==> src/sv/midi_voice_allocator_macros.svh <==
// Assertion macros for the MIDI voice allocator.
// Expects clk_i and rst_ni in the scope of the module that uses them.
// No other dependencies.
`ifndef MIDI_VOICE_ALLOCATOR_MACROS_SVH
`define MIDI_VOICE_ALLOCATOR_MACROS_SVH

// Same-cycle implication, disabled during reset
`define MVA_ASSERT_SAME(label, ante, cons, msg) \
  label: assert property (@(posedge clk_i) disable iff (!rst_ni) (ante) |-> (cons)) \
    else $error(msg);

// Next-cycle implication, disabled during reset
`define MVA_ASSERT_NEXT(label, ante, cons, msg) \
  label: assert property (@(posedge clk_i) disable iff (!rst_ni) (ante) |=> (cons)) \
    else $error(msg);

`endif

==> src/sv/mva_pkg.sv <==
// Shared types and constants of the MIDI voice allocator.
// Request and command structs, command codes, MIDI status and controller codes.
// No dependencies.
package mva_pkg;

  // Default voice table depth
  localparam int unsigned VOICE_COUNT_DEF = 16;
  // Commands reported per message at most
  localparam int unsigned MAX_RESULTS     = 16;
  localparam int unsigned NOTE_W          = 7;
  localparam int unsigned VALUE_W         = 28;

  // Command codes
  typedef enum logic [2:0] {
    CMD_NONE     = 3'd0,
    CMD_START    = 3'd1,
    CMD_RELEASE  = 3'd2,
    CMD_NO_VOICE = 3'd3,
    CMD_FILTER   = 3'd4,
    CMD_PROGRAM  = 3'd5,
    CMD_BEND     = 3'd6
  } cmd_kind_e;

  // Status high nibbles and exact status codes
  localparam logic [3:0] TYPE_NOTE_OFF = 4'h8;
  localparam logic [3:0] TYPE_NOTE_ON  = 4'h9;
  localparam logic [3:0] TYPE_CONTROL  = 4'hB;
  localparam logic [3:0] TYPE_PROGRAM  = 4'hC;
  localparam logic [7:0] STATUS_BEND   = 8'hE0;

  // Controller numbers
  localparam logic [6:0] CC_FILTER0 = 7'd1;
  localparam logic [6:0] CC_FILTER1 = 7'd2;
  localparam logic [6:0] CC_FILTER2 = 7'd3;
  localparam logic [6:0] CC_SUSTAIN = 7'd64;

  // Filter slots
  localparam logic [1:0] SLOT_FILTER0 = 2'd0;
  localparam logic [1:0] SLOT_FILTER1 = 2'd1;
  localparam logic [1:0] SLOT_FILTER2 = 2'd2;

  // Filter word scaling
  localparam logic [VALUE_W-1:0] FILTER0_BASE = 28'd142365917;
  localparam logic [VALUE_W-1:0] FILTER0_STEP = 28'd917175;
  localparam logic [VALUE_W-1:0] FILTER_STEP  = 28'd528416;

  localparam logic [6:0] PROGRAM_MAX = 7'd31;

  typedef struct packed {
    logic [7:0] status_byte;
    logic [6:0] data_first;
    logic [6:0] data_second;
  } midi_req_t;

  typedef struct packed {
    cmd_kind_e          command_kind;
    logic [3:0]         voice_index;
    logic [6:0]         note_number;
    logic [6:0]         note_velocity;
    logic [1:0]         filter_slot;
    logic [VALUE_W-1:0] command_value;
    logic               last_of_run;
  } voice_cmd_t;

endpackage

==> src/sv/mva_ram.sv <==
// Generic single-port-write, single-port-read RAM with registered read data.
// Holds the note of each voice in the allocator.
// No dependencies.
module mva_ram #(
  parameter int unsigned WIDTH = 7,
  parameter int unsigned DEPTH = 16,
  localparam int unsigned AddrW = $clog2(DEPTH)
) (
  input  logic             clk_i,
  input  logic             we_i,
  input  logic [AddrW-1:0] waddr_i,
  input  logic [WIDTH-1:0] wdata_i,
  input  logic [AddrW-1:0] raddr_i,
  output logic [WIDTH-1:0] rdata_o
);

  logic [WIDTH-1:0] mem_q [DEPTH];

  // Write port
  always_ff @(posedge clk_i) begin
    if (we_i) begin
      mem_q[waddr_i] <= wdata_i;
    end
  end

  // Registered read port
  always_ff @(posedge clk_i) begin
    rdata_o <= mem_q[raddr_i];
  end

endmodule

==> src/sv/midi_voice_allocator.sv <==
// Top level of the MIDI voice allocator: sequencer, voice flags, command output.
// Depends on mva_pkg, mva_ram and midi_voice_allocator_macros.svh.
//
//   channel | direction | handshake                 | payload
//   --------+-----------+---------------------------+------------------------
//   in      | input     | in_valid_i / in_stall_o   | in_req_i  (midi_req_t)
//   out     | output    | out_valid_o / out_stall_i | out_res_o (voice_cmd_t)
//
// One message at a time. Note-off and pedal lift walk all VOICE_COUNT voices, one per
// cycle through the note RAM read port unless the output holds it up. Note-on tests one voice
// per cycle from the round-robin pointer until one is free or all were tried. Others go to S_FINISH.
// Output stalls add cycles whenever a command is ready and the output register is full.
// Reset clears flags, pointer and pedal; the note RAM needs no clearing pass.
`include "midi_voice_allocator_macros.svh"

module midi_voice_allocator #(
  parameter int unsigned VOICE_COUNT = mva_pkg::VOICE_COUNT_DEF
) (
  input  logic                   clk_i,
  input  logic                   rst_ni,
  input  logic                   in_valid_i,
  output logic                   in_stall_o,
  input  mva_pkg::midi_req_t     in_req_i,
  output logic                   out_valid_o,
  input  logic                   out_stall_i,
  output mva_pkg::voice_cmd_t    out_res_o
);

  localparam int unsigned IDX_W = $clog2(VOICE_COUNT);
  localparam int unsigned CNT_W = $clog2(VOICE_COUNT + 1);
  localparam int unsigned RES_W = $clog2(mva_pkg::MAX_RESULTS + 1);

  typedef enum logic [1:0] {
    S_IDLE,
    S_ON,
    S_SCAN,
    S_FINISH
  } state_e;

  state_e                      state_q, state_d;
  mva_pkg::midi_req_t          req_q, req_d;
  logic [VOICE_COUNT-1:0]      held_q, held_d;
  logic [VOICE_COUNT-1:0]      sust_q, sust_d;
  logic [IDX_W-1:0]            next_voice_q, next_voice_d;
  logic                        pedal_q, pedal_d;
  logic                        scan_off_q, scan_off_d;
  logic [CNT_W-1:0]            scan_q, scan_d;
  logic                        ev_valid_q, ev_valid_d;
  logic [IDX_W-1:0]            ev_idx_q, ev_idx_d;
  logic [IDX_W-1:0]            cand_q, cand_d;
  logic [CNT_W-1:0]            tries_q, tries_d;
  logic [RES_W-1:0]            res_cnt_q, res_cnt_d;
  logic                        pend_valid_q, pend_valid_d;
  mva_pkg::voice_cmd_t         pend_q, pend_d;
  logic                        out_valid_q, out_valid_d;
  mva_pkg::voice_cmd_t         out_q, out_d;

  logic                        ram_we;
  logic [IDX_W-1:0]            ram_raddr;
  logic [mva_pkg::NOTE_W-1:0]  ram_rdata;

  logic                        out_free;
  logic                        issue;
  logic                        hit;
  logic                        report;
  logic                        blocked;
  logic [mva_pkg::VALUE_W-1:0] filt_prod;
  mva_pkg::voice_cmd_t         cmd_new;
  logic [3:0]                  in_type;

  // Note of each voice
  mva_ram #(
    .WIDTH (mva_pkg::NOTE_W),
    .DEPTH (VOICE_COUNT)
  ) u_note_ram (
    .clk_i   (clk_i),
    .we_i    (ram_we),
    .waddr_i (cand_q),
    .wdata_i (req_q.data_first),
    .raddr_i (ram_raddr),
    .rdata_o (ram_rdata)
  );

  assign out_free   = !out_valid_q || !out_stall_i;
  assign in_stall_o = (state_q != S_IDLE);
  assign in_type    = in_req_i.status_byte[7:4];

  // Shared multiplier for filter words
  assign filt_prod = mva_pkg::VALUE_W'(in_req_i.data_second) *
                     ((in_req_i.data_first == mva_pkg::CC_FILTER0) ?
                      mva_pkg::FILTER0_STEP : mva_pkg::FILTER_STEP);

  // Scan evaluation of the voice whose note is on the RAM output
  assign issue  = (scan_q < CNT_W'(VOICE_COUNT));
  assign hit    = scan_off_q ? (held_q[ev_idx_q] && (ram_rdata == req_q.data_first))
                             : (sust_q[ev_idx_q] && !held_q[ev_idx_q]);
  assign report = ev_valid_q && hit && !(scan_off_q && pedal_q) &&
                  (res_cnt_q < RES_W'(mva_pkg::MAX_RESULTS));
  assign blocked = report && pend_valid_q && !out_free;

  // Sequencer next state
  always_comb begin
    state_d      = state_q;
    req_d        = req_q;
    held_d       = held_q;
    sust_d       = sust_q;
    next_voice_d = next_voice_q;
    pedal_d      = pedal_q;
    scan_off_d   = scan_off_q;
    scan_d       = scan_q;
    ev_valid_d   = ev_valid_q;
    ev_idx_d     = ev_idx_q;
    cand_d       = cand_q;
    tries_d      = tries_q;
    res_cnt_d    = res_cnt_q;
    pend_valid_d = pend_valid_q;
    pend_d       = pend_q;
    out_valid_d  = out_valid_q;
    out_d        = out_q;
    ram_we       = 1'b0;
    ram_raddr    = scan_q[IDX_W-1:0];
    cmd_new      = mva_pkg::voice_cmd_t'('0);

    if (out_valid_q && !out_stall_i) begin
      out_valid_d = 1'b0;
    end

    unique case (state_q)
      S_IDLE: begin
        if (in_valid_i) begin
          req_d        = in_req_i;
          res_cnt_d    = '0;
          pend_valid_d = 1'b0;
          ev_valid_d   = 1'b0;
          scan_d       = '0;
          state_d      = S_FINISH;
          if (in_type == mva_pkg::TYPE_NOTE_OFF ||
              (in_type == mva_pkg::TYPE_NOTE_ON && in_req_i.data_second == 7'd0)) begin
            scan_off_d = 1'b1;
            state_d    = S_SCAN;
          end else if (in_type == mva_pkg::TYPE_NOTE_ON) begin
            cand_d  = next_voice_q;
            tries_d = '0;
            state_d = S_ON;
          end else if (in_type == mva_pkg::TYPE_CONTROL) begin
            cmd_new.command_kind  = mva_pkg::CMD_FILTER;
            cmd_new.command_value = filt_prod;
            case (in_req_i.data_first)
              mva_pkg::CC_FILTER0: begin
                cmd_new.filter_slot   = mva_pkg::SLOT_FILTER0;
                cmd_new.command_value = filt_prod + mva_pkg::FILTER0_BASE;
                pend_d                = cmd_new;
                pend_valid_d          = 1'b1;
              end
              mva_pkg::CC_FILTER1: begin
                cmd_new.filter_slot = mva_pkg::SLOT_FILTER1;
                pend_d              = cmd_new;
                pend_valid_d        = 1'b1;
              end
              mva_pkg::CC_FILTER2: begin
                cmd_new.filter_slot = mva_pkg::SLOT_FILTER2;
                pend_d              = cmd_new;
                pend_valid_d        = 1'b1;
              end
              mva_pkg::CC_SUSTAIN: begin
                pedal_d = (in_req_i.data_second != 7'd0);
                if (in_req_i.data_second == 7'd0) begin
                  scan_off_d = 1'b0;
                  state_d    = S_SCAN;
                end
              end
              default: begin
              end
            endcase
          end else if (in_type == mva_pkg::TYPE_PROGRAM) begin
            cmd_new.command_kind  = mva_pkg::CMD_PROGRAM;
            cmd_new.command_value = mva_pkg::VALUE_W'(
              (in_req_i.data_first < mva_pkg::PROGRAM_MAX) ?
              in_req_i.data_first : mva_pkg::PROGRAM_MAX);
            pend_d       = cmd_new;
            pend_valid_d = 1'b1;
          end else if (in_req_i.status_byte == mva_pkg::STATUS_BEND) begin
            cmd_new.command_kind  = mva_pkg::CMD_BEND;
            cmd_new.command_value = mva_pkg::VALUE_W'({in_req_i.data_second,
                                                      in_req_i.data_first});
            pend_d       = cmd_new;
            pend_valid_d = 1'b1;
          end
        end
      end

      // Round-robin search for a voice that is not held
      S_ON: begin
        cmd_new.note_number   = req_q.data_first;
        cmd_new.note_velocity = req_q.data_second;
        if (!held_q[cand_q]) begin
          ram_we                = 1'b1;
          held_d[cand_q]        = 1'b1;
          sust_d[cand_q]        = pedal_q;
          next_voice_d          = (cand_q == IDX_W'(VOICE_COUNT - 1)) ? '0 : cand_q + 1'b1;
          cmd_new.command_kind  = mva_pkg::CMD_START;
          cmd_new.voice_index   = 4'(cand_q);
          pend_d                = cmd_new;
          pend_valid_d          = 1'b1;
          state_d               = S_FINISH;
        end else if (tries_q == CNT_W'(VOICE_COUNT - 1)) begin
          cmd_new.command_kind = mva_pkg::CMD_NO_VOICE;
          pend_d               = cmd_new;
          pend_valid_d         = 1'b1;
          state_d              = S_FINISH;
        end else begin
          cand_d  = (cand_q == IDX_W'(VOICE_COUNT - 1)) ? '0 : cand_q + 1'b1;
          tries_d = tries_q + 1'b1;
        end
      end

      // Walk all voices: note-off match or pedal-lift release
      S_SCAN: begin
        if (blocked) begin
          ram_raddr = ev_idx_q;
        end else begin
          if (issue) begin
            ev_idx_d = scan_q[IDX_W-1:0];
            scan_d   = scan_q + 1'b1;
          end
          ev_valid_d = issue;
          if (ev_valid_q && hit) begin
            if (scan_off_q) begin
              held_d[ev_idx_q] = 1'b0;
              if (pedal_q) begin
                sust_d[ev_idx_q] = 1'b1;
              end
            end else begin
              sust_d[ev_idx_q] = 1'b0;
            end
          end
          if (report) begin
            if (pend_valid_q) begin
              out_d       = pend_q;
              out_valid_d = 1'b1;
            end
            cmd_new.command_kind = mva_pkg::CMD_RELEASE;
            cmd_new.voice_index  = 4'(ev_idx_q);
            pend_d               = cmd_new;
            pend_valid_d         = 1'b1;
            res_cnt_d            = res_cnt_q + 1'b1;
          end
          if (!issue && !ev_valid_q) begin
            state_d = S_FINISH;
          end
        end
      end

      // Deliver the held-back command, or a null one, as last of the run
      S_FINISH: begin
        if (out_free) begin
          out_d             = pend_valid_q ? pend_q : mva_pkg::voice_cmd_t'('0);
          out_d.last_of_run = 1'b1;
          out_valid_d       = 1'b1;
          pend_valid_d      = 1'b0;
          state_d           = S_IDLE;
        end
      end

      default: begin
        state_d = S_IDLE;
      end
    endcase
  end

  // State and registered outputs
  always_ff @(posedge clk_i or negedge rst_ni) begin
    if (!rst_ni) begin
      state_q      <= S_IDLE;
      req_q        <= '0;
      held_q       <= '0;
      sust_q       <= '0;
      next_voice_q <= '0;
      pedal_q      <= 1'b0;
      scan_off_q   <= 1'b0;
      scan_q       <= '0;
      ev_valid_q   <= 1'b0;
      ev_idx_q     <= '0;
      cand_q       <= '0;
      tries_q      <= '0;
      res_cnt_q    <= '0;
      pend_valid_q <= 1'b0;
      pend_q       <= '0;
      out_valid_q  <= 1'b0;
      out_q        <= '0;
    end else begin
      state_q      <= state_d;
      req_q        <= req_d;
      held_q       <= held_d;
      sust_q       <= sust_d;
      next_voice_q <= next_voice_d;
      pedal_q      <= pedal_d;
      scan_off_q   <= scan_off_d;
      scan_q       <= scan_d;
      ev_valid_q   <= ev_valid_d;
      ev_idx_q     <= ev_idx_d;
      cand_q       <= cand_d;
      tries_q      <= tries_d;
      res_cnt_q    <= res_cnt_d;
      pend_valid_q <= pend_valid_d;
      pend_q       <= pend_d;
      out_valid_q  <= out_valid_d;
      out_q        <= out_d;
    end
  end

  assign out_valid_o = out_valid_q;
  assign out_res_o   = out_q;

  // A new request starts with nothing left over from the previous one
  `MVA_ASSERT_SAME(a_accept_clean, in_valid_i && !in_stall_o, !pend_valid_q && !ev_valid_q, "request accepted with command or scan pending")
  // Round-robin pointer stays inside the voice table
  `MVA_ASSERT_SAME(a_ptr_range, 1'b1, CNT_W'(next_voice_q) < CNT_W'(VOICE_COUNT), "voice pointer out of range")
  // A free voice found by the search is taken at once
  `MVA_ASSERT_NEXT(a_start_holds, state_q == S_ON && !held_q[cand_q], held_q[$past(cand_q)] && state_q == S_FINISH, "free voice not claimed")
  // Closing a run always leaves a last command on the output
  `MVA_ASSERT_NEXT(a_finish_last, state_q == S_FINISH && (!out_valid_q || !out_stall_i), state_q == S_IDLE && out_valid_q && out_q.last_of_run, "run closed without last command")

endmodule

==> config.mk <==
export PLATFORM = sky130hd
export DESIGN_NAME = midi_voice_allocator
export DESIGN_NICKNAME = d
export VERILOG_FILES = /design/src/sv/mva_pkg.sv /design/src/sv/mva_ram.sv /design/src/sv/midi_voice_allocator.sv
export VERILOG_INCLUDE_DIRS = /design/src /design/src/sv
export SDC_FILE = /design/constraint.sdc
export NUM_CORES = 1
export LEC_CHECK = 0
export BUFFER_PORTS_ARGS = -buffer_cell sky130_fd_sc_hd__buf_2
export CAP_MARGIN = 20
export CORE_ASPECT_RATIO = 1.1
export CORE_MARGIN = 3
export CORE_UTILIZATION = 50
export DETAILED_ROUTE_END_ITERATION = 12
export PLACE_DENSITY = 0.67
export SKIP_LAST_GASP = 1
export SYNTH_ARGS = -nofsm -noshare
export SYNTH_HDL_FRONTEND = slang
export SYNTH_HIERARCHICAL = 1
export SYNTH_SLANG_ARGS = --single-unit
==> constraint.sdc <==
create_clock -name clk_i -period 4.5 [get_ports clk_i]
set_clock_uncertainty 0.05 [all_clocks]
set_input_delay 0.225 -clock clk_i [delete_from_list [all_inputs] [get_ports clk_i]]
set_output_delay 0.225 -clock clk_i [all_outputs]
set_load 0.01 [all_outputs]
Word level (Yosys, flattened, before mapping)
Memory sizes are Yosys's and may differ from the RTL's. A register that Yosys moved wholly into a read port is not among the register bits. Cells that the tools add are included.

Flip-flop bits (word level): 184. Latch bits: 0. RAM bits: 112. Memory bits (read-only): 0. Input port bits: 26. Output and inout port bits: 54. Logic and storage cells: 246. Memories: 1.

Memory list: u_note_ram.mem_q (depth 16, width 7, read ports 1, clocked after memory_dff 1, wr ports 1, line mva_ram.sv:17) `logic [WIDTH-1:0] mem_q [DEPTH];`.

$add $sub $neg: 5. Multiply operators: 1. Divide/modulo/power cells: 0. Order comparisons: 7. Eq/ne operators: 35. Shifts and indexed selects: 0. Mux-type cells: 108. Bitwise gates (word level): 9. Reduce and logical (&&, ||, !) cells: 50.

Operators with widths (number): 2-to-1 mux 52 bit (15); one-hot mux 52 bit (3 select lines) (2); 2-to-1 mux 16 bit (9); one-hot mux 52 bit (2 select lines) (1); one-hot mux 16 bit (2 select lines) (2); 2-to-1 mux 5 bit (10); 2-to-1 mux 1 bit (37); bitwise AND 16 bit (2); 2-to-1 mux 4 bit (8); bitwise OR 16 bit (2); != test 2 bit (second input constant) (15); one-hot mux 5 bit (2 select lines) (3); adder 27 x 28 -> 28 bit (second input constant) (1); multiplier 7 x 20 -> 27 bit (1); AND reduction 5 bit (5); == test 4 bit (second input constant) (5); 2-to-1 mux 19 bit (1); AND reduction 6 bit (3); bitwise mux 16 bit (1); 2-to-1 mux 2 bit (8); inverter 16 bit (1); nonzero test 2 bit (8); adder 5 x 1 -> 5 bit (second input constant) (3); == test 7 x 2 -> 1 bit (second input constant) (2); other kinds (36) (70).

Depth between registers and ports, before layout
Depth after elaboration: 12. Depth in mapped cells: 25. Gate-level depth less buffers: 23.

Cells and area by module
The synthesis kept the hierarchy.

By module, submodules not included: midi_voice_allocator (times used 1, cells an instance 1443, area an instance 12814.8 um^2, seq. area each 4579.4 um^2); mva_ram (times used 1, cells an instance 203, area an instance 4530.6 um^2, seq. area each 3503.4 um^2).

Worst setup path after synthesis
No wires, ideal clock.

Path type: in2reg. From: input port in_req_i[9] (netlist name). To: register pend_q[28] (netlist name). Setup time: 122 ps. Arrival time: 6134 ps. Setup slack: -1805 ps. Stages: 22. Buffers on the path: 2. Path through: or4_1 -> buf_2 -> nor2_1 -> nand2_1 -> inv_1 -> fa_1 -> fa_1 -> fa_1 -> inv_1 -> fa_1 -> inv_1 -> ha_1 -> and2_1 -> clkbuf_1 -> and3_1 -> and3_1 -> a41oi_1 -> nand3_1 -> nor3b_2 -> a211oi_1 -> or4_1 -> a32o_1.

Cells in the longest elaborated chain, start to end: 10.

Ends and longest elaborated chain: start: declaration (line midi_voice_allocator.sv:23) `input mva_pkg::midi_req_t in_req_i,`; == test 7 x 1 -> 1 bit (line midi_voice_allocator.sv:90, midi_voice_allocator.sv:148); 2-to-1 mux 19 bit (line midi_voice_allocator.sv:90) `((in_req_i.data_first == mva_pkg::CC_FILTER0) ?`; multiplier 7 x 20 -> 27 bit (line midi_voice_allocator.sv:89) `assign filt_prod = mva_pkg::VALUE_W'(in_req_i.data_second) *`; adder 27 x 28 -> 28 bit (line midi_voice_allocator.sv:151) `cmd_new.command_value = filt_prod + mva_pkg::FILTER0_BASE;`; one-hot mux 52 bit (3 select lines) (line midi_voice_allocator.sv:148) `case (in_req_i.data_first)`; 2-to-1 mux 52 bit (line midi_voice_allocator.sv:145) `end else if (in_type == mva_pkg::TYPE_CONTROL) begin`; 2-to-1 mux 52 bit (line midi_voice_allocator.sv:141) `end else if (in_type == mva_pkg::TYPE_NOTE_ON) begin`; 2-to-1 mux 52 bit (line midi_voice_allocator.sv:137) `if (in_type == mva_pkg::TYPE_NOTE_OFF ||`; 2-to-1 mux 52 bit (line midi_voice_allocator.sv:130) `if (in_valid_i) begin`; one-hot mux 52 bit (3 select lines) (line midi_voice_allocator.sv:128) `unique case (state_q)`; end signal: assignment (line midi_voice_allocator.sv:306) `pend_q <= pend_d;`; end: declaration (line midi_voice_allocator.sv:54) `mva_pkg::voice_cmd_t pend_q, pend_d;`.

Several ways; a longest one is shown, not always the timed one. The select of a mux whose other input is x is not followed. A chain may end at the register's enable or synchronous reset.

Worst setup path after layout
Same ends and word-level chain as after synthesis.

==> impl_metrics.tcl <==
set metrics [dict create \
    setup_ws_ns -0.927 \
    ctsLongestPathBuffers 3 \
    cts_sinks 302 \
    power.share.sequential_pct 38.7 \
    synth.net_count 1794 \
    worstPathMaxFanout 7 \
    synth_common_cells "nand2_1 (257), dfrtp_1 (183), o21ai_0 (138)" \
    rsz0062_at_grt "yes" \
    cts_tree "done" \
    netlist_area_um2 17300 \
    synth_edf_count 112 \
    layout-drive-gt1-share_pct 31.5 \
    synthDistinctLibCells 81 \
    start_util_pct 51.4 \
    power.leakage_nw 9.55 \
    firstDrtPassIters 6 \
    post-dp-hpwl_um 35400 \
    violations "negative setup slack" \
    synth_seq_area_share_pct 46.6 \
    dieHeight_um 201 \
    setup_viol 20 \
    grt_pass1_wl_um 77000 \
    worstSetupPathType "in2reg" \
    fin_tns_setup_ns -12.14 \
    nets 2074 \
    p_clk_share_pct 24.0 \
    grt_usage_pct 26.2 \
    postSynthAreaPerCell_um2 10.5 \
    core_um2 33700 \
    hold_slack_ns 0.0302 \
    worstSetupStartpoint "in_req_i[9]" \
    swShare_pct 37.9 \
    yosysMostFrequentCell "nand2_1" \
    min_period_over_period_pct 121 \
    drc 0 \
    ios 80 \
    worst-r2r-setup-slack_ns 0.33 \
    via_count 13900 \
    maxClockFrequency_ghz 0.184 \
    synth_area_leader_cell "dfrtp_1" \
    row_count 70 \
    endpoint_kind "flip-flop" \
    status "finished, violations left" \
    ys_warn_count 6 \
    critPathArrivalTime_ns 5.82 \
    r2r-end "u_note_ram/rdata_o[0]" \
    crit-reg2reg-launch "ev_idx_q[1]" \
    area_growth_pct 28.2 \
    place_congestion 0.957 \
    maxCapViolCount 0 \
    critPathRequiredTime_ns 4.89 \
    maxSlewHeadroom_pct 28.3 \
    synthArstFlopShare_pct 60.6 \
    combinationalPowerShare_pct 37.3 \
    cts.clk_slew.worst_paths_ns 0.06 \
    synth_cells 1646 \
    power_density_nw_per_um2 481 \
    worstSkewPairLatency_ns 0.58 \
    wl_per_cell_um 20.6 \
    cts_buffers 30 \
    antenna_found_initial 4 \
    rr_worst_depth 11 \
    hold_viol 0 \
    drt_iter0_markers 1019 \
    die-area_um2 37000 \
    grt_max_degree 127 \
    ys_ff_latch 302 \
    p_int_w 0.00665 \
    worstSetupStartpointType "primary input" \
    ir_drop_mv 0.311 \
    fin_crit_ns 5.43 \
    overflow 0 \
    cts-root-buf "clkbuf_16" \
    grt_pass1_vias 14200 \
    synth_area_leaders "dfrtp_1 (26%), edfxtp_1 (19%), fa_1 (5.8%), nand2_1 (5.6%), ha_1 (5.2%)" \
    tightestPinTransition_ns 1.08 \
    yosys_most_used_dff "dfrtp_1" \
    routed_wl_um 49000 \
    vias_per_cell 5.82 \
    hp-class "in2reg" \
    switching_power_w 0.00406 \
    htreeDepth 1 \
    postRouteAntennaNets 0 \
    io_buffer_count 79 \
    endpoint "pend_q[28]" \
    maxSlewViolCount 0 \
    die_x_um 184 \
    synth_top_area_share_pct 26.4 \
    hold_depth 3 \
]
[flip-flops by register name, indices dropped and copies added, names as in the netlist, 2 cells and up, named ones only]
name / cells
tries_q: 5
res_cnt_q: 5
state_q: 2
pend_q: 51
cand_q: 4
held_q: 16
req_q: 14
u_note_ram/rdata_o: 7
u_note_ram/mem_q: 112
ev_idx_q: 4
next_voice_q: 4
out_res_o: 52
scan_q: 5
[how the worst min path moves through the flow]
stage / startpoint / end
after floorplan: rst_ni / async pin
after global placement: rst_ni / async pin
after detailed placement: rst_ni / async pin
after CTS: in_req_i[13] / req_q[13]
after global routing: in_req_i[12] / req_q[12]
final: in_req_i[13] / req_q[13]
[stage by stage]
stage / instances / setup WS (ns) / area, um2 / total power, W / utilization (%)
floorplan: 1646 / -1.22 / 17600 / 0.00662 / -
global placement: 2294 / -1.61 / 19900 / 0.00791 / 58.9
detailed placement: 2294 / -1.71 / 19900 / 0.00803 / 58.9
CTS: 2370 / -0.908 / 21500 / 0.0107 / 63.8
global route: 2383 / -1.09 / 22200 / 0.0113 / 65.9
finish: 2385 / -0.927 / 22200 / 0.0107 / 65.9
[critical path: stages]
cell and delay, ns:
buf_6 0.09, or4_4 0.58, nor2_4 0.13, buf_12 0.14
buf_6 0.12, nand2_8 0.07, nor2_4 0.11, or2_4 0.13
inv_2 0.04, fa_1 0.51, fa_1 0.63, inv_2 0.07
fa_2 0.49, ha_4 0.28, o21a_1 0.15, o2bb2ai_4 0.08
or3_4 0.42, a211oi_4 0.31, o31a_1 0.18, o31a_1 0.19
nand2_1 0.08, or4_1 0.54, a32o_1 0.24
[cells in the final DEF, fill, tap and decap left out, types with 9 or more instances in the layout]
cell type / instances
nand2_2: 9
buf_2: 76
inv_1: 89
ha_1: 48
nand3_1: 19
mux4_1: 17
a31oi_1: 19
a21oi_1: 73
mux2_2: 29
o21ai_0: 113
clkinv_2: 9
and2_1: 11
xor2_1: 14
o31ai_1: 20
nor3_1: 21
a22oi_1: 18
dlygate4sd3_1: 9
o21ai_1: 17
edfxtp_1: 112
dfrtp_1: 182
ha_4: 24
buf_4: 226
nand2_1: 244
nand2b_1: 11
a22o_1: 10
a21oi_2: 12
fa_1: 46
buf_6: 14
clkbuf_16: 30
nor2_1: 92
xnor2_1: 19
inv_2: 16
mux4_2: 25
[power by group through the flow]
stage          sequential (W)  combinational [W]  clock, W
2_1_floorplan         0.00410            0.00252         0
3_3_place_gp          0.00415            0.00376         0
3_5_place_dp          0.00417            0.00385         0
4_1_cts               0.00413            0.00391   0.00261
5_1_grt               0.00421            0.00437   0.00273
6_report              0.00414            0.00399   0.00257
[area by class of cell]
| class | count | area [um2] |
|---|---|---|
| diodes | 3 | 7.51 |
| clock inverters | 22 | 238 |
| flip-flops and latches | 302 | 8080 |
| clock buffers | 34 | 796 |
| multi-input cells | 1149 | 9630 |
| inverters | 108 | 420 |
| fillers | 2564 | 11500 |
| well taps | 432 | 541 |
| repair buffers | 335 | 2510 |
[metal layers]
metal / up-vias / part of all wire, % / global-route usage, %
li1: 6453 / - / -
met3: 105 / 5.4 / 3.44
met4: 2 / 3.1 / 8.22
met2: 456 / 52 / 46.3
met5: - / 0.022 / 0
met1: 6872 / 39 / 33.6
[repair_timing]
action / 4_1_cts / 5_1_grt
hold buffers: 9 / 0
gates resized for setup: 83 / 122
pin swaps: 36 / 88
endpoints found under the setup margin: 21 / 22
hold endpoints to repair: 63 / 0
buffers inserted: 11 / 13
[cell families (layout without fill, tap and decap cells)]
family	after synthesis	count (layout)	share of synthesized area, %
adders and majority gates	122	122	11.0
muxes	79	79	8.17
DFF	302	302	46.6
AOI/OAI and AO/OA	386	386	13.7
buffers and inverters	195	499	4.55
xor gates and xnor gates	48	48	2.42
and+or+nand+nor	514	514	13.6
other	0	3	0
Note: power is estimated with default switching activity, not from simulation.
